--- src/afs_pkg.sv ---
`default_nettype none
package afs_pkg;

	localparam int WORD_W     = 24;
	localparam int BYTE_W     = 8;
	localparam int CHANNELS   = 4;
	localparam int MV_W       = 16;
	localparam int UA_W       = 32;
	localparam int VGAIN_W    = 24;
	localparam int CGAIN_W    = 32;
	localparam int CFG_DATA_W = 32;
	localparam int CFG_IDX_W  = 2;

	// frame layout: six 24-bit words, three bytes each
	localparam logic [2:0] LAST_WORD     = 3'd5;
	localparam logic [1:0] LAST_WORD_BYTE = 2'd2;
	localparam logic [2:0] STATUS_WORD   = 3'd0;
	localparam logic [2:0] LAST_CH_WORD  = 3'd4;

	// register map
	localparam logic [CFG_IDX_W-1:0] CFG_VOLTAGE_GAIN      = 2'd0;
	localparam logic [CFG_IDX_W-1:0] CFG_CURRENT_GAIN      = 2'd1;
	localparam logic [CFG_IDX_W-1:0] CFG_OVERCURRENT_LIMIT = 2'd2;

	// defaults for the top-level parameters
	localparam int DEF_BUCK_CHANNEL       = 0;
	localparam int DEF_LDO_CHANNEL        = 1;
	localparam int DEF_CURRENT_CHANNEL    = 2;
	localparam int DEF_SENSE_CHANNEL      = 3;
	localparam int DEF_GAIN_FRACTION_BITS = 24;

	localparam int QUEUE_DEPTH = 2;
	localparam int QPTR_W      = 1;
	localparam int QCNT_W      = 2;

	typedef struct packed {
		logic [CHANNELS-1:0][WORD_W-1:0] raw;
		logic [WORD_W-1:0]               status;
	} frame_t;

	typedef struct packed {
		logic              over_current;
		logic [UA_W-1:0]   isense_ua;
		logic [MV_W-1:0]   sense_mv;
		logic [MV_W-1:0]   ldo_mv;
		logic [MV_W-1:0]   buck_mv;
		logic [WORD_W-1:0] status_word;
	} result_t;

endpackage
`default_nettype wire

--- src/afs_queue.sv ---
`default_nettype none
module afs_queue
	import afs_pkg::*;
(
	input  wire logic   clk,
	input  wire logic   arst_n,
	input  wire logic   push,
	input  wire frame_t push_data,
	output logic        full,
	input  wire logic   pop,
	output frame_t      pop_data,
	output logic        avail
);

	frame_t            mem_q [QUEUE_DEPTH];
	logic [QPTR_W-1:0] wr_q;
	logic [QPTR_W-1:0] rd_q;
	logic [QCNT_W-1:0] count_q;
	logic              do_pop;

	assign full     = (count_q == QCNT_W'(QUEUE_DEPTH));
	assign avail    = (count_q != '0);
	assign do_pop   = pop && avail;
	assign pop_data = mem_q[rd_q];

	always_ff @(posedge clk or negedge arst_n) begin
		if (!arst_n) begin
			wr_q    <= '0;
			rd_q    <= '0;
			count_q <= '0;
		end else begin
			if (push) begin
				wr_q <= wr_q + 1'b1;
			end
			if (do_pop) begin
				rd_q <= rd_q + 1'b1;
			end
			case ({push, do_pop})
				2'b10:   count_q <= count_q + 1'b1;
				2'b01:   count_q <= count_q - 1'b1;
				default: count_q <= count_q;
			endcase
		end
	end

	always_ff @(posedge clk) begin
		if (push) begin
			mem_q[wr_q] <= push_data;
		end
	end

	a_no_overflow: assert property (@(posedge clk) disable iff (!arst_n)
		push |-> !full || do_pop)
		else $error("frame queue written while full");

	a_count_bound: assert property (@(posedge clk) disable iff (!arst_n)
		count_q <= QCNT_W'(QUEUE_DEPTH))
		else $error("frame queue count out of range");

endmodule
`default_nettype wire

--- config.mk ---
export PLATFORM = sky130hd
export DESIGN_NAME = afs_queue
export DESIGN_NICKNAME = d
export VERILOG_FILES = /design/src/afs_pkg.sv /design/src/afs_queue.sv
export SDC_FILE = /design/constraint.sdc
export NUM_CORES = 1
export LEC_CHECK = 0
export BUFFER_PORTS_ARGS = -buffer_cell sky130_fd_sc_hd__buf_4
export CAP_MARGIN = 5
export CORE_UTILIZATION = 45
export DETAILED_ROUTE_END_ITERATION = 10
export PLACE_DENSITY = 0.66
export SLEW_MARGIN = 0
export SYNTH_ARGS = -nofsm -noshare
export SYNTH_HDL_FRONTEND = slang
export SYNTH_SLANG_ARGS = --single-unit
--- constraint.sdc ---
create_clock -name clk -period 6.89 [get_ports clk]
set_input_delay 1.0335 -clock clk [delete_from_list [all_inputs] [get_ports clk]]
set_output_delay 1.0335 -clock clk [all_outputs]
set_load 0.01 [all_outputs]
==> implementation parameters <==
Parameter                              Value

Outcome
  Run status ... complete, no violations

Critical path
  Critical Path, Cell by Cell ... buf_4, mux2_2, buf_4
  Kind of capture point of the worst setup path ... primary output
  Capture point of the critical path ... pop_data[68]
  CP Launch Type ... flop
  Max stage delay cell, worst path ... dfrtp_4
  Highest cell delay on the worst timing path ... approximately 0.94 ns
  Setup crit start ... rd_q
  Beginning of the worst register-to-register path ... wr_q
  Startpoint-to-endpoint class of the critical path ... reg -> out
  R2R depth ... 2
  R2R Path End ... mem_q[1][100]
  Max Fanout on Critical Path ... 62
  Setup slack on the worst flop-to-flop path ... 4.51 ns
  Required time of the critical path ... between 5 and 6 ns
  Cell occurring most often along the worst timing path ... buf_4
  Critical path data arrival time ... 2.94 ns

Global routing
  Total global-route track usage ... about 17%
  Total overflow reported by the global router ... 0
  Number of antenna violations at the first check in global routing ... 0
  Vias in the first global route ... 4,859
  First-pass GRT wire length ... between 20,000 and 30,000 µm
  Pin count of the biggest net entering global routing ... 66

Clock network
  CTS H-Tree Depth ... 1
  Hold buffer count at CTS ... 0
  Clock-pin slew reported for the worst setup and hold paths after clock tree synthesis ... roughly 0.060 ns
  Resize count post-CTS ... 0
  Clock buffers created by TritonCTS ... 27
  TritonCTS clock tree ... yes
  Post-CTS Setup Bufs ... 0
  Clock tree sinks ... 244
  Clock insertion delay at the later pin of the skew report ... around 0.5 ns
  Buffer cell driving the clock tree root ... clkbuf_16
  Number of buffers on the longest clock path ... 3

Yosys
  Post-Synth XOR/XNOR Area ... less than 1%
  Synthesized net count ... 515
  Arithmetic-cell share of the synthesized area counting full adders, half adders and majority gates ... less than 1%
  Area leader, netlist ... edfxtp_1
  Area fraction in compound gates after synthesis ... 0%
  Synthesized area per cell ... ~23 µm²
  Largest cells by area after synthesis ... edfxtp_1 81%, mux2_2 15%, dfrtp_1 1.1%
  Number of flops mapped to enable cells by yosys ... 240
  Dominant cell by count in the synthesized netlist ... edfxtp_1
  Area share of and/or/nand/nor cells after synthesis ... less than 1%
  Ys Warns ... 0
  Async set-reset flop share out of synthesis ... 1.64%
  Proportion of synthesized area in mux cells ... 15.3%
  Share of the synthesized area in the top cell type ... 81.5%
  Yosys reg bits ... 244
  Seq/Total Area, Yosys ... 82.6%
  Gate count of the mapped netlist ... 390
  Combinational family with the most area after synthesis ... multiplexers
  Number of unique standard cell types used by synthesis ... 14
  Synth cell count leaders ... 240 x edfxtp_1, 120 x mux2_2, 10 x buf_4
  Cell Area, Synth ... about 8800 µm²
  Dominant register cell in the synthesized netlist ... edfxtp_1

Final layout
  Area added between synthesis and finish ... 33.1%
  Number of antenna repair diodes ... 0
  Fraction of layout cells with a size suffix above 1 ... 60.4%
  Net count of the finished layout ... 780
  Final Util ... 62.1%
  Post-layout instance count excluding filler cells ... 934
  Fillcell total ... 1,428

STA
  Clock Skew ... 0.00785 ns
  Final worst path period need ... 3.98 ns
  Max-slew violation count ... 0
  Slack of the critical path ... 2.91 ns
  Sum of negative setup slack ... 0 ns
  Final period util ... roughly 58%
  Number of endpoints failing setup at the final stage ... 0
  Measured slew at the worst slew-check pin ... 0.912 ns
  RSZ-0062 raised after global routing ... false
  Final hold violation count ... 0
  Maximum clock frequency ... 252 MHz
  Slew Limit Headroom ... between 30% and 40%

Placement
  Routability congestion estimate from global placement ... 0.756
  Buffers on Ports ... between 200 and 250
  Placed Cells incl. Taps ... 886
  DPL Wire Length ... ~11,000 µm
  Post-Place Setup Slack ... 3.44 ns

Detailed routing
  Average wire per standard cell ... 18.2 µm
  Average vias per placed instance ... 4.86
  Number of DRC markers after the initial detailed-route iteration ... 235
  Antenna viol nets, final ... 0
  Sum of routed wire length over all layers ... ~17,000 µm
  Total number of vias ... 4,543
  Number of search-and-repair iterations in the first detailed-routing pass ... 4
  DRC violations left ... 0

Worst hold path
  Hold/Removal Path Class ... in -> async

Power
  Ratio of total power to cell area ... about 410 nW/µm²
  Leakage power ... 4.41 nW
  Worst-case vdd ir drop ... 307 µV

Floorplanning
  Row count ... 50
  Number of primary I/O pins ... 246
  Floorplan die height ... 142 µm
  Total Die Area ... ~20,000 µm²
  Starting Density ... a little under half
  Core outline area ... 19,000 µm²
  Horizontal extent of the die ... 142 µm

Job
  Number of max-cap violations ... 0
worst min-delay path by stage:
| stage | start | end | slack (ns) | cells after the start |
|---|---|---|---|---|
| final | arst_n | wr_q | 0.31 | 1 |
| after global routing | arst_n | count_q[0] | 0.29 | 1 |
| after CTS | arst_n | rd_q | 0.29 | 1 |
| after detailed placement | count_q[1] | count_q[1] | 0.48 | 1 |
| after global placement | count_q[1] | count_q[1] | 0.47 | 1 |
| after floorplan | count_q[1] | count_q[1] | 0.45 | 1 |
through the flow:
stage / hold WS [ns] / power [mW] / instance area (µm²)
detailed placement: 0.482 / 3.56 / 11000
finish: 0.310 / 4.81 / 11800
global placement: 0.467 / 3.53 / 11000
CTS: 0.290 / 4.87 / 11800
global route: 0.289 / 5.02 / 11800
floorplan: 0.449 / 2.92 / 8840
layout make-up:
| type | instances | area (µm²) | area share (%) |
|---|---|---|---|
| Clock buffer | 32 | 694 | 5.90 |
| Clock inverter | 16 | 116 | 0.988 |
| Inverter | 1 | 3.75 | 0.0319 |
| Multi-Input combinational cell | 132 | 1450 | 12.3 |
| Sequential cell | 244 | 7310 | 62.1 |
| Tap cell | 260 | 325 | 2.76 |
| Timing Repair Buffer | 249 | 1870 | 15.9 |
registers in the layout, summed over array words and instances (netlist names):
signal and count:
mem_q 240, count_q 2, rd_q 1, wr_q 1
power by group:
part	total, mW	internal (mW)	switching [mW]
clock network	1.30	0.784	0.517
registers	2.11	1.97	0.133
logic	1.40	0.747	0.650
total	4.81	3.51	1.30
cell families (layout without fill, tap and decap cells):
logic type    after synthesis  count (layout)
flops                     244             244
mux                       120             120
buf+inv                    14             298
simple gates                6               6
xor+xnor                    5               5
fa+ha+maj                   1               1
critical path, delay by kind of cell (launching register included):
family / cells / cell delay [ns]
muxes: 1 / 0.43
buffers and inverters: 2 / 0.95
DFF: 1 / 0.94
layout by cell type, fill, tap and decap left out, types with 2 or more instances in the layout:
cell type	synthesis	layout
dfrtp_1	4	3
buf_4	10	249
bufinv_16	0	2
clkinv_1	0	11
edfxtp_1	240	240
clkbuf_1	0	5
xor2_1	3	3
xnor2_1	2	2
clkbuf_16	0	27
clkinv_2	0	3
mux2_2	120	120
routing by layer:
metal  vias up  routed length, µm  track usage (%)
met3        25               2020             7.34
met5         -                  0                0
met4         0                287             4.47
met1      2248               6570             19.7
met2       185               8160             27.5
li1       2085                  -                -
No activity file was read; power rests on OpenSTA's default activity.
