--- src/afs_pkg.sv ---
`default_nettype none
package afs_pkg;

	localparam int WORD_W     = 24;
	localparam int BYTE_W     = 8;
	localparam int CHANNELS   = 4;
	localparam int MV_W       = 16;
	localparam int UA_W       = 32;
	localparam int VGAIN_W    = 24;
	localparam int CGAIN_W    = 32;
	localparam int CFG_DATA_W = 32;
	localparam int CFG_IDX_W  = 2;

	// frame layout: six 24-bit words, three bytes each
	localparam logic [2:0] LAST_WORD     = 3'd5;
	localparam logic [1:0] LAST_WORD_BYTE = 2'd2;
	localparam logic [2:0] STATUS_WORD   = 3'd0;
	localparam logic [2:0] LAST_CH_WORD  = 3'd4;

	// register map
	localparam logic [CFG_IDX_W-1:0] CFG_VOLTAGE_GAIN      = 2'd0;
	localparam logic [CFG_IDX_W-1:0] CFG_CURRENT_GAIN      = 2'd1;
	localparam logic [CFG_IDX_W-1:0] CFG_OVERCURRENT_LIMIT = 2'd2;

	// defaults for the top-level parameters
	localparam int DEF_BUCK_CHANNEL       = 0;
	localparam int DEF_LDO_CHANNEL        = 1;
	localparam int DEF_CURRENT_CHANNEL    = 2;
	localparam int DEF_SENSE_CHANNEL      = 3;
	localparam int DEF_GAIN_FRACTION_BITS = 24;

	localparam int QUEUE_DEPTH = 2;
	localparam int QPTR_W      = 1;
	localparam int QCNT_W      = 2;

	typedef struct packed {
		logic [CHANNELS-1:0][WORD_W-1:0] raw;
		logic [WORD_W-1:0]               status;
	} frame_t;

	typedef struct packed {
		logic              over_current;
		logic [UA_W-1:0]   isense_ua;
		logic [MV_W-1:0]   sense_mv;
		logic [MV_W-1:0]   ldo_mv;
		logic [MV_W-1:0]   buck_mv;
		logic [WORD_W-1:0] status_word;
	} result_t;

endpackage
`default_nettype wire

--- src/afs_front.sv ---
`default_nettype none
module afs_front
	import afs_pkg::*;
(
	input  wire logic              clk,
	input  wire logic              arst_n,
	input  wire logic              accept,
	input  wire logic [BYTE_W-1:0] rx_byte,
	input  wire logic              frame_start,
	output frame_t                 push_data,
	output logic                   push
);

	logic [2:0]        word_q;
	logic [1:0]        wbyte_q;
	logic [2:0]        word;
	logic [1:0]        wbyte;
	logic [WORD_W-1:0] shift_q;
	logic [WORD_W-1:0] status_q;
	logic [WORD_W-1:0] new_word;
	logic [CHANNELS-1:0][WORD_W-1:0] raw_q;
	logic              word_done;
	logic              last;
	logic [1:0]        ch_sel;

	// frame_start restarts assembly at byte 0
	assign word      = frame_start ? 3'd0 : word_q;
	assign wbyte     = frame_start ? 2'd0 : wbyte_q;
	assign new_word  = {shift_q[WORD_W-BYTE_W-1:0], rx_byte};
	assign word_done = (wbyte == LAST_WORD_BYTE);
	assign last      = word_done && (word == LAST_WORD);
	assign ch_sel    = word[1:0] - 2'd1;

	always_ff @(posedge clk or negedge arst_n) begin
		if (!arst_n) begin
			word_q   <= '0;
			wbyte_q  <= '0;
			shift_q  <= '0;
			status_q <= '0;
		end else if (accept) begin
			shift_q <= new_word;
			if (last) begin
				word_q  <= '0;
				wbyte_q <= '0;
			end else if (word_done) begin
				word_q  <= word + 3'd1;
				wbyte_q <= '0;
			end else begin
				word_q  <= word;
				wbyte_q <= wbyte + 2'd1;
			end
			if (word_done && word == STATUS_WORD) begin
				status_q <= new_word;
			end
		end
	end

	// sample words 1..4, no reset needed
	always_ff @(posedge clk) begin
		if (accept && word_done && word != STATUS_WORD && word <= LAST_CH_WORD) begin
			raw_q[ch_sel] <= new_word;
		end
	end

	assign push             = accept && last;
	assign push_data.status = status_q;
	assign push_data.raw    = raw_q;

endmodule
`default_nettype wire

--- config.mk ---
export PLATFORM = sky130hd
export DESIGN_NAME = afs_front
export DESIGN_NICKNAME = d
export VERILOG_FILES = /design/src/afs_pkg.sv /design/src/afs_front.sv
export SDC_FILE = /design/constraint.sdc
export NUM_CORES = 1
export LEC_CHECK = 0
export ABC_AREA = 1
export BUFFER_PORTS_ARGS = -buffer_cell sky130_fd_sc_hd__buf_2
export CAP_MARGIN = 20
export CORE_MARGIN = 2
export CORE_UTILIZATION = 25
export CTS_CLUSTER_SIZE = 10
export DETAILED_ROUTE_END_ITERATION = 8
export PLACE_DENSITY = 0.56
export SYNTH_ARGS = -nofsm -noshare
export SYNTH_HDL_FRONTEND = slang
export SYNTH_SLANG_ARGS = --single-unit
--- constraint.sdc ---
create_clock -name clk -period 2.92 [get_ports clk]
set_clock_uncertainty 0.2 [all_clocks]
set_input_delay 0.584 -clock clk [delete_from_list [all_inputs] [get_ports clk]]
set_output_delay 0.584 -clock clk [all_outputs]
set_load 0.05 [all_outputs]
==> results of run 1 <==
final cells by class:
type | count | area share, %
Sequential cell | 141 | 61.5
Timing Repair Buffer | 142 | 11.7
Multi-Input combinational cell | 129 | 11.1
Clock buffer | 22 | 7.13
Tap cell | 265 | 5.09
Clock inverter | 10 | 1.79
Inverter | 29 | 1.71
worst max-delay path, delay by kind of cell (launching register included):
family	cells	cell delay, ns
adders and majority gates	1	0.25
buffers and inverters	2	0.34
DFF	1	0.32
and+or+nand+nor	3	0.51
Yosys cell counts (2+ instances only):
library cell | number | area (µm²)
edfxtp_1 | 96 | 2880
nand2_1 | 61 | 229
dfrtp_1 | 45 | 1130
inv_1 | 27 | 101
o21ai_0 | 19 | 95.1
o21ai_2 | 16 | 140
nand3_1 | 13 | 65.1
nor2_1 | 6 | 22.5
buf_6 | 4 | 45.0
ha_1 | 4 | 50.1
clkbuf_1 | 3 | 11.3
buf_4 | 2 | 15.0
nand2_4 | 2 | 22.5
state kept, by name (all words and copies together), names as in the netlist:
name	count
shift_q	16
status_q	24
word_q	3
wbyte_q	2
push_data	96
worst paths after layout:
path,start,end,cells past startpoint
hold / removal,arst_n,status_q[0]$_DFFE_PN0P_,2
min in group clk,rx_byte[6],push_data[54]$_DFFE_PP_,1
max in group asynchronous,arst_n,shift_q[11]$_DFFE_PN0P_,2
hold reg to reg,status_q[2]$_DFFE_PN0P_,status_q[2]$_DFFE_PN0P_,2
setup reg to reg,word_q[0]$_DFFE_PN0P_,push_data[27]$_DFFE_PP_,9
setup / recovery,word_q[0]$_DFFE_PN0P_,push,6
per-layer routing:
metal  vias up  GRT usage (%)
li1       1378              -
met5         -              0
met4         0           4.44
met3        21           4.10
met2        93           17.8
met1      1421           14.2
layout by cell type, fill, tap and decap left out, types with 2 or more instances in the layout:
master	instances
clkinv_4	2
clkbuf_1	3
ha_1	4
clkinvlp_4	2
clkbuf_8	2
nand3_1	13
buf_2	132
bufinv_16	2
buf_4	8
edfxtp_1	96
nand2_1	61
o21ai_2	16
clkinv_2	3
buf_12	2
dfrtp_1	45
nor2_1	3
nor2_4	4
inv_1	27
nand2_4	2
o21ai_0	19
clkbuf_16	17
power groups by stage:
stage	registers [mW]	clock network [mW]	logic, mW
CTS	2.43	2.14	0.851
global placement	2.46	0	0.844
finish	2.43	2.08	0.839
floorplan	2.87	0	0.193
global route	2.45	2.23	0.898
detailed placement	2.47	0	0.848
logic make-up (layout without fill, tap and decap cells):
kind of cell,count (synthesis),in the layout
buffers and inverters,38,203
and+or+nand+nor,88,88
DFF,141,141
adders and majority gates,4,4
AOI/OAI and AO/OA,36,36
xor gates and xnor gates,1,1
==> results_dict.tcl, run 1 <==
set metrics [dict create \
    maxCapViolCount 0 \
    synth_edf_count 96 \
    cts_tree "built" \
    vias_per_cell 3.95 \
    holdWs_ns 0.0585 \
    io_pins 133 \
    fin_util_pct 33.7 \
    tightest_slew_ns 0.600 \
    cts_buffer_depth 2 \
    gp_congestion 0.709 \
    fin_setup_tns_ns 0 \
    rsz0062_at_grt "no" \
    synth_nets 324 \
    die_y_um 144 \
    cp.required_ns 2.14 \
    power_mw 5.35 \
    fp.dieArea_um2 20700 \
    sw_frac_of_total_pct 29.2 \
    crit_slowest_cell "dfrtp_1" \
    yosys_warnings 0 \
    pwr-share-seq_pct 45.4 \
    synth_xor_area_share_pct 0.179 \
    routed.top_layer "met4" \
    status "finished clean" \
    dpl.hpwl_mm 7.86 \
    place_area_um2 5930 \
    grtUsageTotal_pct 11.3 \
    post_cts_resize_count 0 \
    finalNonFillerCells 738 \
    multiInputGateArea_um2 721 \
    clk_latency_ns 0.42 \
    muxShareOfSynthArea_pct 0 \
    p_leak_nw 2.77 \
    drtPass1Iterations 4 \
    worstPathCellList "inv_1 > nor2_1 > ha_1 > nand3_1 > nor3_1 > buf_2" \
    cts_buffers 17 \
    diodes 0 \
    drive_above_1_share_pct 41.6 \
    yosysSeqAreaShare_pct 82.0 \
    cp-start-kind "register" \
    placed_cells 706 \
    synth-adder-area-share_pct 1.02 \
    clockRootBuffer "clkbuf_16" \
    finalWorstSetupSlack_ns 0.298 \
    syn_inst 308 \
    dr_wl_met3_um 698 \
    numClockSinks 141 \
    path_max_fanout 3 \
    syn_area_um2 4890 \
    wl_per_cell_um 15.4 \
    rows 51 \
    via_count 2913 \
    synth_compound_area_share_pct 4.91 \
    pwr-share-clk_pct 39.0 \
    clkTransAtPathRegs_ns 0.06 \
    pre_cts_slack_ns 0.110 \
    synth_area_per_cell_um2 15.9 \
    min_path_type "in -> async" \
    switching_power_mw 1.56 \
    yosys_register_bits 141 \
    grt_max_degree 46 \
    ant_nets 0 \
    final_nets 476 \
    core_area_um2 19300 \
    reg2reg_slack_ns 0.49 \
    die_x_um 144 \
    critPathArrivalTime_ns 1.84 \
    stdcell_area_um2 6510 \
    wl_met1_mm 4.99 \
    detail_route.iter0.violations 188 \
    dominantRegCellSynth "edfxtp_1" \
    setup_viol 0 \
    min_period_over_period_pct 89.8 \
    maxSlewHeadroom_pct 60.0 \
    maxSlewViolCount 0 \
    finalHoldViolCount 0 \
    antenna_found_initial 0 \
    powerDensity_nw_per_um2 821 \
    grt_pass1_wl_mm 16.9 \
    yosys.cell_types.count 23 \
    ff_latch_area_um2 4010 \
    critPathCaptureType "primary output" \
    async_flop_share_pct 31.9 \
    ir_worst_vdd_mv 0.307 \
    p_comb_share_pct 15.7 \
    min_period_ns 2.62 \
    cp_slowest_stage_delay_ns 0.32 \
    p_int_mw 3.79 \
    yosys.area_share.simple_pct 8.16 \
    h-tree-depth 4 \
    grt.overflow.total 0 \
    max_freq_mhz 381 \
    fillers 1895 \
    finalWirelength_mm 11.4 \
    grt_pass1_vias 2891 \
    start_util_pct 25.3 \
    path_class "reg -> out" \
    portBuffers 132 \
    ctsHoldBuffers 0 \
    drcViolationCount 0 \
    syn_to_final_growth_pct 33.2 \
    met2_length_mm 5.51 \
    synth_top_family_by_area "simple AND/OR/NAND/NOR gates" \
    postCtsSetupBuffers 0 \
]
No activity file was read; power rests on OpenSTA's default activity.
==> run 2: changes to the inputs <==
Settings changed: BUFFER_PORTS_ARGS -buffer_cell sky130_fd_sc_hd__buf_2 to -buffer_cell sky130_fd_sc_hd__clkbuf_2.
==> run 2 against run 1 <==
Effect of this change:
- worst setup slack worse by 0.034 ns
- first-iteration DRC count down 14%
- die area unchanged
- sequential power about the same
- combinational power about the same
- total power down 1.5%
- cell area down 0.27%
- clock power down 4%
- clock-buffer cell count down 3
==> results_dict.tcl, run 2 (synthesized netlist as in run 1, its figures left out) <==
set metrics [dict create \
    status "finished clean" \
    wl_per_cell_um 15.7 \
    ir_worst_vdd_mv 0.339 \
    antenna_found_initial 0 \
    crit_slowest_cell "nor3_1" \
    final_cell_mix "clkbuf_2 (131), edfxtp_1 (96), nand2_1 (61)" \
    drive_above_1_share_pct 41.6 \
    grt.overflow.total 0 \
    grt_max_degree 41 \
    path_max_fanout 3 \
    min_path_type "in -> reg" \
    detail_route.iter0.violations 161 \
    cts_buffer_depth 2 \
    finalHoldViolCount 0 \
    portBuffers 132 \
    start_util_pct 25.3 \
    largest_reg_flops 96 \
    maxSlewViolCount 0 \
    clkTransAtPathRegs_ns 0.06 \
    cts_tree "built" \
    path_class "reg -> out" \
    min_period_ns 2.66 \
    grt_pass1_wl_mm 17.3 \
    syn_to_final_growth_pct 32.9 \
    io_pins 133 \
    final_nets 477 \
    cp-start-kind "register" \
    critPathBufInv 2 \
    cp_top_family "simple AND/OR/NAND/NOR gates" \
    ant_nets 0 \
    tightest_slew_ns 0.593 \
    worstPathCellList "inv_1 > nor2_1 > ha_1 > nand3_1 > nor3_1 > buf_12" \
    p_leak_nw 2.77 \
    fp.dieArea_um2 20700 \
    finalWorstSetupSlack_ns 0.264 \
    maxSlewHeadroom_pct 60.5 \
    powerDensity_nw_per_um2 811 \
    post_cts_resize_count 0 \
    final_common_cell "clkbuf_2" \
    die_x_um 144 \
    reg2reg_slack_ns 0.50 \
    cp.required_ns 2.14 \
    h-tree-depth 4 \
    die_y_um 144 \
    diodes 0 \
    drtPass1Iterations 5 \
    pre_cts_slack_ns 0.0891 \
    rsz0062_at_grt "no" \
    via_count 2892 \
    maxCapViolCount 0 \
    setup_viol 0 \
    vias_per_cell 3.91 \
    core_area_um2 19300 \
    gp_congestion 0.753 \
    holdWs_ns 0.234 \
    finalWirelength_mm 11.6 \
    min_period_over_period_pct 90.9 \
    critPathArrivalTime_ns 1.87 \
    cp_slowest_stage_delay_ns 0.39 \
    drcViolationCount 0 \
    critPathCaptureType "primary output" \
    rows 51 \
    clk_latency_ns 0.42 \
    cts_buffers 17 \
    grtUsageTotal_pct 11.7 \
    grt_pass1_vias 2876 \
    clockRootBuffer "clkbuf_16" \
    numClockSinks 141 \
    max_freq_mhz 377 \
    dpl.hpwl_mm 8.24 \
]
## run 2: cell types whose count changed in the layout (fill, tap and decap cells not counted), sizes merged
| cell | delta |
|---|---|
| buf | -131 |
| bufinv | -1 |
| clkbuf | +128 |
| clkinv | +2 |
| clkinvlp | -1 |
| dlygate4sd3 | +1 |
| inv | +3 |
## run 2: final timing paths
path,to,depth (start not counted),from
max reg2reg,push_data[25]$_DFFE_PP_,9,word_q[0]$_DFFE_PN0P_
min reg2reg,word_q[1]$_DFFE_PN0P_,2,word_q[1]$_DFFE_PN0P_
min in group asynchronous,status_q[4]$_DFFE_PN0P_,2,arst_n
min,push_data[102]$_DFFE_PP_,1,rx_byte[6]
max,push,6,word_q[0]$_DFFE_PN0P_
max in group asynchronous,status_q[11]$_DFFE_PN0P_,3,arst_n
## run 2: metrics by stage
step / instances / util [%] / setup TNS [ns] / power [mW] / area [µm²]
final: 739 / 33.6 / 0 / 5.27 / 6500
after global routing: 739 / 33.6 / 0 / 5.50 / 6500
after CTS: 739 / 33.6 / 0 / 5.33 / 6500
after detailed placement: 706 / 30.7 / 0 / 3.33 / 5940
after global placement: 706 / 30.7 / 0 / 3.31 / 5940
after floorplan: 308 / - / -12.53 / 3.07 / 4890
## run 2: routing by layer
metal,vias to the layer above,part of all wire (%),global-route usage [%]
li1,1373,-,-
met1,1414,44,14.7
met2,95,48,18.4
met3,10,6.4,3.50
met4,0,1.3,5.68
met5,-,0,0
## run 2: power breakdown
part	switching, mW	internal, mW
logic	0.662	0.176
clock network	0.818	1.18
registers	0.128	2.31
total	1.61	3.66
## run 2: final cells by class
| cell class | count | area [µm²] |
|---|---|---|
| inverter | 29 | 111 |
| sequential | 141 | 4010 |
| multi-input combinational | 129 | 721 |
| timing repair buffer | 143 | 773 |
| clock inverter | 13 | 118 |
| clock buffer | 19 | 433 |
| tap | 265 | 332 |
| fill | 1863 | 12800 |
## run 2: timing repair
item | in CTS | in global routing
buffers inserted | 0 | 0
hold buffers | 1 | 0
endpoints found under the hold margin | 20 | 0
==> run 3: changes to the inputs <==
Settings changed: ABC_AREA 1 to not set.
==> run 3 against run 2 <==
Effect of this change:
- worst setup slack gained 0.16 ns
- area after synthesis down 0.79%
- clock-buffer cell count decreased by 2
- combinational power rose by 7.3%
- routed wire length fell by 7.5%
- core utilization up 0.94 points
- global-route usage decreased by 0.65 points
- fmax increased by 6.5%
- first-iteration DRC count fell by 40%
- die area is 0.77% lower
- cell area is 0.44% higher
- critical endpoint unchanged
==> results_dict.tcl, run 3 <==
set metrics [dict create \
    synth_commonest_cells "edfxtp_1 (96), dfrtp_1 (45), mux2_2 (20), mux2_4 (20), nor2_1 (6)" \
    detail_route.iter0.violations 96 \
    largest_reg_flops 96 \
    antenna_found_initial 0 \
    drive_above_1_share_pct 55.1 \
    core_area_um2 18900 \
    maxSlewViolCount 0 \
    ys_top_cells_by_area "edfxtp_1 (59%), dfrtp_1 (23%), mux2_4 (6.2%)" \
    p_leak_nw 2.75 \
    switching_power_mw 1.62 \
    gp_congestion 0.681 \
    ir_worst_vdd_mv 0.375 \
    dominantRegCellSynth "edfxtp_1" \
    yosysSeqAreaShare_pct 82.6 \
    critPathArrivalTime_ns 1.71 \
    pwr-share-seq_pct 43.7 \
    cts_buffers 17 \
    whs_path_depth 1 \
    p_comb_share_pct 15.9 \
    maxCapViolCount 0 \
    cp.required_ns 2.14 \
    drtPass1Iterations 4 \
    synth_area_per_cell_um2 21.6 \
    grt_pass1_vias 2704 \
    syn_area_um2 4850 \
    yosys_register_bits 141 \
    sw_frac_of_total_pct 28.5 \
    finalHoldViolCount 0 \
    status "finished clean" \
    grt_max_degree 26 \
    grt.overflow.total 0 \
    synth_nets 241 \
    powerDensity_nw_per_um2 870 \
    diodes 0 \
    finalWirelength_mm 10.8 \
    final_common_cell "clkbuf_2" \
    via_count 2558 \
    p_int_mw 4.06 \
    synth_top_area_cell "edfxtp_1" \
    min_path_type "in -> reg" \
    tightest_slew_ns 0.522 \
    die_x_um 143 \
    yosys_warnings 0 \
    rows 50 \
    grt_pass1_wl_mm 16.3 \
    rsz0062_at_grt "no" \
    power_mw 5.67 \
    yosys.cell_types.count 25 \
    async_flop_share_pct 31.9 \
    reg2reg_depth 4 \
    critPathCaptureType "primary output" \
    fillers 1834 \
    worstPathCellList "clkbuf_2 > nand2b_1 > inv_1 > ha_1 > and3_1 > clkbuf_2" \
    cp_slowest_stage_delay_ns 0.28 \
    synth_top_area_share_pct 59.4 \
    cts_tree "built" \
    synth_most_common_cell "edfxtp_1" \
    portBuffers 132 \
    ant_nets 0 \
    worst_path_most_repeated_cell "clkbuf_2" \
    dpl.hpwl_mm 7.38 \
    h-tree-depth 4 \
    min_period_over_period_pct 85.4 \
    grtUsageTotal_pct 11.1 \
    numClockSinks 141 \
    max_freq_mhz 401 \
    cts_buffer_depth 2 \
    fin_setup_tns_ns 0 \
    clk_latency_ns 0.41 \
    final_nets 397 \
    clkTransAtPathRegs_ns 0.06 \
    maxSlewHeadroom_pct 65.2 \
    io_pins 133 \
    final_cell_mix "clkbuf_2 (132), edfxtp_1 (96), dfrtp_1 (45)" \
    clockRootBuffer "clkbuf_16" \
    syn_to_final_growth_pct 34.5 \
    fp.dieArea_um2 20500 \
    path_class "in -> out" \
    cp-start-kind "input pin" \
    drcViolationCount 0 \
    die_y_um 143 \
    synth_edf_count 96 \
    vias_per_cell 3.91 \
    min_period_ns 2.49 \
    wl_per_cell_um 16.4 \
    pwr-share-clk_pct 40.4 \
    syn_inst 225 \
    setup_viol 0 \
    crit_slowest_cell "clkbuf_2" \
    path_max_fanout 9 \
    start_util_pct 25.7 \
]
[run 3: power groups by stage]
stage          sequential [mW]  clock (mW)  combinational (mW)
2_1_floorplan             2.93           0               0.244
3_3_place_gp              2.54           0               0.889
3_5_place_dp              2.53           0               0.905
4_1_cts                   2.49        2.36               0.909
5_1_grt                   2.51        2.45               0.946
6_report                  2.48        2.29               0.899
[run 3: path summary, 6_finish.rpt]
path | start | to | slack, ns
worst max-delay path | frame_start | push | 0.43
worst min-delay path | rx_byte[7] | push_data[31]$_DFFE_PP_ | 0.23
worst max register to register | word_q[0]$_DFFE_PN0P_ | status_q[22]$_DFFE_PN0P_ | 0.88
worst min register to register | word_q[1]$_DFFE_PN0P_ | word_q[1]$_DFFE_PN0P_ | 0.30
max in group asynchronous | arst_n | shift_q[7]$_DFFE_PN0P_ | 1.52
min in group asynchronous | arst_n | wbyte_q[0]$_DFFE_PN0P_ | 0.39
[run 3: timing repair]
item | 4_1_cts | 5_1_grt
endpoints found under the hold margin | 8 | 0
resized for setup | 0 | 0
hold buffers | 1 | 0
setup buffers | 0 | 0
[run 3: critical path, delay by kind of cell]
family                   cells  cell delay, ns
adder cells (fa/ha/maj)      1            0.20
AND/OR/NAND/NOR              2            0.40
buffers and inverters        3            0.52
[run 3: final cells by class]
| class | instances | area [µm²] | share of cell area [%] |
|---|---|---|---|
| clock buffers | 17 | 425 | 6.52 |
| clock inverters | 15 | 211 | 3.24 |
| inverters | 3 | 11.3 | 0.173 |
| multi-input cells | 75 | 785 | 12.0 |
| flip-flops and latches | 141 | 4010 | 61.4 |
| well taps | 260 | 325 | 4.99 |
| repair buffers | 143 | 758 | 11.6 |
[run 3: logic make-up after synthesis]
| kind of cell | count (synthesis) | share of synthesized area, % |
|---|---|---|
| AOI/OAI and AO/OA | 5 | 0.696 |
| xor gates and xnor gates | 1 | 0.181 |
| adders and majority gates | 4 | 1.03 |
| buffers and inverters | 9 | 1.21 |
| DFF | 141 | 82.6 |
| muxes | 41 | 11.0 |
| and+or+nand+nor | 24 | 3.20 |
[run 3: through the flow]
stage | cell area [µm²] | worst slack [ns] | std cells | hold WS, ns | utilization, %
after floorplan | 4850 | 0.315 | 225 | 0.0884 | -
after global placement | 5880 | 0.450 | 621 | 0.270 | 31.1
after detailed placement | 5880 | 0.428 | 621 | 0.280 | 31.1
after CTS | 6530 | 0.403 | 654 | 0.208 | 34.5
after global routing | 6530 | 0.288 | 654 | 0.211 | 34.5
final | 6530 | 0.426 | 654 | 0.234 | 34.5
[run 3: layer usage]
metal,track usage (%),vias up,part of all wire [%]
met5,0,-,0
met4,3.87,0,1.2
met3,4.00,12,6.4
met2,18.3,101,49
met1,13.4,1279,44
li1,-,1166,-
